==> src/cbt_pkg.sv <==
`timescale 1ns / 1ps
// Shared types and constants for the cubic B-spline curve tessellator.
// Depends on nothing; every other file takes names from here by scope.
package cbt_pkg;

    localparam int COORD_W = 16;
    localparam int T_FRAC  = 12;
    localparam int T_ONE   = 1 << T_FRAC;
    localparam int STEP_W  = T_FRAC + 1;
    localparam int STEP_MIN = T_ONE / 63 + 1;
    localparam int STEP_RESET = T_ONE >> 5;
    localparam int TQ_W    = STEP_W + 1;
    localparam int SQ_W    = 2 * STEP_W;
    localparam int CUBE_W  = 3 * T_FRAC + 1;
    localparam int A_W     = COORD_W + 4;
    localparam int ACC_W   = A_W + 3 * T_FRAC;
    localparam int XW      = ACC_W - (3 * T_FRAC + 1);
    localparam int RECIP_SHIFT = XW + 1;
    localparam logic [XW-1:0] RECIP =
        XW'(((64'd1 << RECIP_SHIFT) + 64'd2) / 64'd3);

    typedef enum logic [3:0] {
        MUL_NONE,
        MUL_SQ,
        MUL_CUBE,
        MUL_X3,
        MUL_X2,
        MUL_X1,
        MUL_Y3,
        MUL_Y2,
        MUL_Y1
    } mul_op_t;

    typedef enum logic [3:0] {
        ST_IDLE,
        ST_SQ,
        ST_CUBE,
        ST_X3,
        ST_X2,
        ST_X1,
        ST_Y3,
        ST_Y2,
        ST_Y1,
        ST_INIT,
        ST_EMIT
    } state_t;

    typedef struct packed {
        logic    win_write;
        logic    seg_load;
        mul_op_t mul_op;
        logic    init;
        logic    emit;
    } cmd_t;

    typedef struct packed {
        logic win_full;
        logic out_free;
        logic last_pt;
    } stat_t;

endpackage

==> src/cbt_ctrl.sv <==
`timescale 1ns / 1ps
// Sequencer for the tessellator: window fill, segment setup and point emission.
// Depends on cbt_pkg for the state, command and status types.
module cbt_ctrl (
    input  logic           clk,
    input  logic           rst_n,
    input  logic           in_valid,
    input  logic           start_curve,
    output logic           in_ready,
    input  cbt_pkg::stat_t stat,
    output cbt_pkg::cmd_t  cmd
);

    cbt_pkg::state_t state_reg;
    cbt_pkg::state_t state_next;
    logic            seg_go;

    assign seg_go = in_valid && !start_curve && stat.win_full;

    always_ff @(posedge clk or negedge rst_n)
    begin
        if (!rst_n)
        begin
            state_reg <= cbt_pkg::ST_IDLE;
        end
        else
        begin
            state_reg <= state_next;
        end
    end

    always_comb
    begin
        state_next = state_reg;
        unique case (state_reg)
            cbt_pkg::ST_IDLE:
            begin
                if (seg_go)
                begin
                    state_next = cbt_pkg::ST_SQ;
                end
            end
            cbt_pkg::ST_SQ:   state_next = cbt_pkg::ST_CUBE;
            cbt_pkg::ST_CUBE: state_next = cbt_pkg::ST_X3;
            cbt_pkg::ST_X3:   state_next = cbt_pkg::ST_X2;
            cbt_pkg::ST_X2:   state_next = cbt_pkg::ST_X1;
            cbt_pkg::ST_X1:   state_next = cbt_pkg::ST_Y3;
            cbt_pkg::ST_Y3:   state_next = cbt_pkg::ST_Y2;
            cbt_pkg::ST_Y2:   state_next = cbt_pkg::ST_Y1;
            cbt_pkg::ST_Y1:   state_next = cbt_pkg::ST_INIT;
            cbt_pkg::ST_INIT: state_next = cbt_pkg::ST_EMIT;
            cbt_pkg::ST_EMIT:
            begin
                if (stat.out_free && stat.last_pt)
                begin
                    state_next = cbt_pkg::ST_IDLE;
                end
            end
            default: state_next = cbt_pkg::ST_IDLE;
        endcase
    end

    always_comb
    begin
        in_ready      = 1'b0;
        cmd.win_write = 1'b0;
        cmd.seg_load  = 1'b0;
        cmd.mul_op    = cbt_pkg::MUL_NONE;
        cmd.init      = 1'b0;
        cmd.emit      = 1'b0;
        unique case (state_reg)
            cbt_pkg::ST_IDLE:
            begin
                in_ready      = 1'b1;
                cmd.seg_load  = seg_go;
                cmd.win_write = in_valid && !seg_go;
            end
            cbt_pkg::ST_SQ:   cmd.mul_op = cbt_pkg::MUL_SQ;
            cbt_pkg::ST_CUBE: cmd.mul_op = cbt_pkg::MUL_CUBE;
            cbt_pkg::ST_X3:   cmd.mul_op = cbt_pkg::MUL_X3;
            cbt_pkg::ST_X2:   cmd.mul_op = cbt_pkg::MUL_X2;
            cbt_pkg::ST_X1:   cmd.mul_op = cbt_pkg::MUL_X1;
            cbt_pkg::ST_Y3:   cmd.mul_op = cbt_pkg::MUL_Y3;
            cbt_pkg::ST_Y2:   cmd.mul_op = cbt_pkg::MUL_Y2;
            cbt_pkg::ST_Y1:   cmd.mul_op = cbt_pkg::MUL_Y1;
            cbt_pkg::ST_INIT: cmd.init   = 1'b1;
            cbt_pkg::ST_EMIT: cmd.emit   = stat.out_free;
            default:          cmd.mul_op = cbt_pkg::MUL_NONE;
        endcase
    end

endmodule

==> config.mk <==
export PLATFORM = sky130hd
export DESIGN_NAME = cbt_ctrl
export DESIGN_NICKNAME = d
export VERILOG_FILES = /design/src/cbt_pkg.sv /design/src/cbt_ctrl.sv
export SDC_FILE = /design/constraint.sdc
export NUM_CORES = 1
export LEC_CHECK = 0
export BUFFER_PORTS_ARGS = -buffer_cell sky130_fd_sc_hd__buf_2
export CORE_AREA = 4 4 41 43
export CTS_CLUSTER_DIAMETER = 40
export CTS_CLUSTER_SIZE = 30
export DETAILED_ROUTE_END_ITERATION = 7
export DIE_AREA = 0 0 45 47
export GPL_TIMING_DRIVEN = 0
export PLACE_DENSITY = 0.46
export SETUP_SLACK_MARGIN = 0.4
export SLEW_MARGIN = 20
export SYNTH_ARGS = -nofsm -noshare
export SYNTH_HDL_FRONTEND = slang
export SYNTH_SLANG_ARGS = --single-unit
==> constraint.sdc <==
create_clock -name clk -period 1.35 [get_ports clk]
set_input_delay 0.135 -clock clk [delete_from_list [all_inputs] [get_ports clk]]
set_output_delay 0.135 -clock clk [all_outputs]
set_load 0.05 [all_outputs]
==> flow_summary.yaml <==
clock_tree:
  cts.sinks: 4
  clk_path_buf_depth: 2
  cts-root-buf: "clkbuf_4"
  htreeDepth: 1
  clk_pin_slew_worst_paths_ns: 0.04
  clk_latency_ns: 0.24
  cts_made_buffers: 3
  cts_tree: "yes"
synthesis:
  synth_compound_area_share_pct: 9.96
  avgSynthCellArea_um2: 8.87
  yosys.area_share.xor_xnor_pct: 2.90
  synth_fa_ha_area_share_pct: 0
  yosysTopAreaCell: "dfrtp_1"
  synth_seq_cells: 4
  synth-simple-area-share_pct: 43.2
  synth.area.mux_share_pct: 0
  synth_top_family_by_area: "simple AND/OR/NAND/NOR gates"
  ys_warn_count: 0
  synth_fp_nets: 41
  syn_inst: 34
  synth_area_um2: 302
  yosys.area.top_type_share_pct: 33.2
  ys_types: 20
  synth.area.top_cells: "dfrtp_1 (33%), nor2b_1 (8.3%), buf_6 (7.5%), nor4_4 (7.1%), nor3_1 (5.0%)"
  synth_seq_area_share_pct: 33.2
timing:
  hold_ws_ns: 0.229
  setup_violations: 7
  maxSlewHeadroom_pct: 84.6
  worst_pin_slew_ns: 0.229
  finalCritPeriodShare_pct: 113
  grt_setup_unrepaired: "true"
  hold_violations: 0
  fmax_mhz: 657
  tns_ns: -0.793
  period_needed_ns: 1.52
  slew_viol_final: 0
  fin_ws_ns: -0.172
  fin_skew_ns: 0.00411
routing:
  final_antenna_net_count: 0
  drtPass1Iterations: 2
  finalWirelength_um: 1020
  via_per_inst: 4.89
  route.detailed.drc: 0
  drt_iter0_drc: 3
  num_vias: 391
  wl_per_cell_um: 12.7
final_layout:
  synthToLayoutAreaGrowth_pct: 147
  nNetsFinal: 74
  final_area_um2: 746
  final_core_util_pct: 57.3
  layout-drive-gt1-share_pct: 81.5
  fillers: 120
  diodes: 0
  largest_reg_flops: 4
min_path:
  min_path_type: "in2async"
floorplan:
  row_count: 13
  core_area_um2: 1300
  fp.dieArea_um2: 2120
  ios: 16
  start_util_pct: 23.2
  die-height_um: 47
  die_w_um: 45
critical_path:
  crit_path_end_kind: "output pin"
  start_kind: "register"
  path_max_fanout: 6
  arrival_ns: 1.39
  critical_path_class: "reg2out"
  r2r-start: "state_reg[1]$_DFFE_PN0P_"
  crit_start: "state_reg[2]$_DFFE_PN0P_"
  required_ns: 1.22
place:
  pre_cts_ws_ns: -0.0881
  dp_hpwl_um: 538
  gp_congestion: 0.673
  post_dp_cell_area_um2: 447
  port_buffers: 15
outcome:
  violations: "setup timing"
  status: "finished, violations left"
power:
  pwr-share-seq_pct: 11.3
  p_int_mw: 1.05
  swShare_pct: 46.3
  p_clk_share_pct: 7.5
  p_leak_nw: 0.339
  p_switching_mw: 0.904
  power_frac_comb_pct: 81.2
  vdd_drop_max_v: 0.00144
  cellPowerDensity_nw_per_um2: 2620
grt:
  antenna_found_initial: 0
  grt_pass1_vias: 376
  grt_overflow: 0
  grt_max_degree: 11
  grt_pass1_wl_um: 1630
  track_usage_pct: 11.0
job:
  maxCapViolCount: 0
metrics by stage:
stage               total power [mW]  std cells
floorplan                      0.958         34
global placement                1.11         64
detailed placement              1.11         64
CTS                             1.76         74
global route                    2.07         80
finish                          1.95         80
synthesized netlist by cell type (all sizes together):
cell type	number
buf	4
dfrtp	4
nor2b	4
nor3	3
a21oi	2
and3	2
nand2	2
nor2	2
a211oi	1
nand2b	1
nand3	1
nand3b	1
nand4	1
nor3b	1
nor4	1
nor4b	1
o21a	1
o21ai	1
xor2	1
worst max-delay path, stage by stage (launching register included):
cell and delay [ns]:
dfrtp_1 0.36, buf_6 0.13, buf_4 0.12, nand2b_4 0.17
nor3b_4 0.18, buf_6 0.18
final cells by class:
type | count | area (um^2) | area share [%]
Buffer | 4 | 48.8 | 6.54
Clock buffer | 3 | 22.5 | 3.02
Multi-Input combinational cell | 26 | 299 | 40.1
Sequential cell | 4 | 101 | 13.6
Tap cell | 15 | 18.8 | 2.52
Timing Repair Buffer | 28 | 255 | 34.2
cell usage in the layout (no fill, tap or decap):
| cell type | n |
|---|---|
| a211oi_2 | 1 |
| a21oi_1 | 1 |
| a21oi_2 | 1 |
| and3_1 | 1 |
| and3_4 | 1 |
| buf_2 | 7 |
| buf_4 | 7 |
| buf_6 | 13 |
| buf_8 | 4 |
| clkbuf_4 | 3 |
| dfrtp_1 | 3 |
| dfrtp_2 | 1 |
| dlygate4sd3_1 | 1 |
| nand2_4 | 2 |
| nand2b_4 | 1 |
| nand3_2 | 1 |
| nand3b_1 | 1 |
| nand4_1 | 1 |
| nor2_1 | 1 |
| nor2_4 | 1 |
| nor2b_1 | 1 |
| nor2b_2 | 1 |
| nor2b_4 | 2 |
| nor3_4 | 3 |
| nor3b_4 | 1 |
| nor4_4 | 1 |
| nor4b_4 | 1 |
| o21a_1 | 1 |
| o21ai_2 | 1 |
| xor2_1 | 1 |
repair_timing:
| action | CTS | global route |
|---|---|---|
| resized for setup | 43 | 5 |
| setup buffers | 6 | 6 |
| pin swaps | 4 | 2 |
| setup endpoints to repair | 13 | 13 |
| hold buffers | 1 | 0 |
| hold endpoints to repair | 4 | 0 |
power by group through the flow:
stage / combinational, mW / clock [mW] / sequential (mW)
2_1_floorplan: 0.750 / 0 / 0.208
3_3_place_gp: 0.897 / 0 / 0.215
3_5_place_dp: 0.890 / 0 / 0.216
4_1_cts: 1.38 / 0.152 / 0.231
5_1_grt: 1.67 / 0.169 / 0.229
6_report: 1.59 / 0.147 / 0.220
metal layers:
layer | part of all wire (%) | up-vias | track usage, % | wire length, um
li1 | - | 182 | - | -
met1 | 43 | 192 | 13.4 | 433
met2 | 51 | 14 | 16.9 | 514
met3 | 4.5 | 3 | 2.30 | 46
met4 | 2.1 | 0 | 8.77 | 21
met5 | 0 | - | 0 | 0
worst paths after layout:
path	slack [ns]	depth (start not counted)	end
max	-0.17	5	cmd[1]
min	0.23	2	state_reg[3]$_DFFE_PN0P_
max reg2reg	0.10	5	state_reg[0]$_DFFE_PN0P_
min reg2reg	0.66	2	state_reg[2]$_DFFE_PN0P_
max in group asynchronous	0.99	2	state_reg[1]$_DFFE_PN0P_
min in group clk	0.28	3	state_reg[1]$_DFFE_PN0P_
cells by family (layout without fill, tap and decap cells):
kind of cell	Yosys count	after routing
and+or+nand+nor	20	20
DFF	4	4
buffers and inverters	4	35
xor gates and xnor gates	1	1
AOI/OAI and AO/OA	5	5
Power figures use the tool's default switching activity.
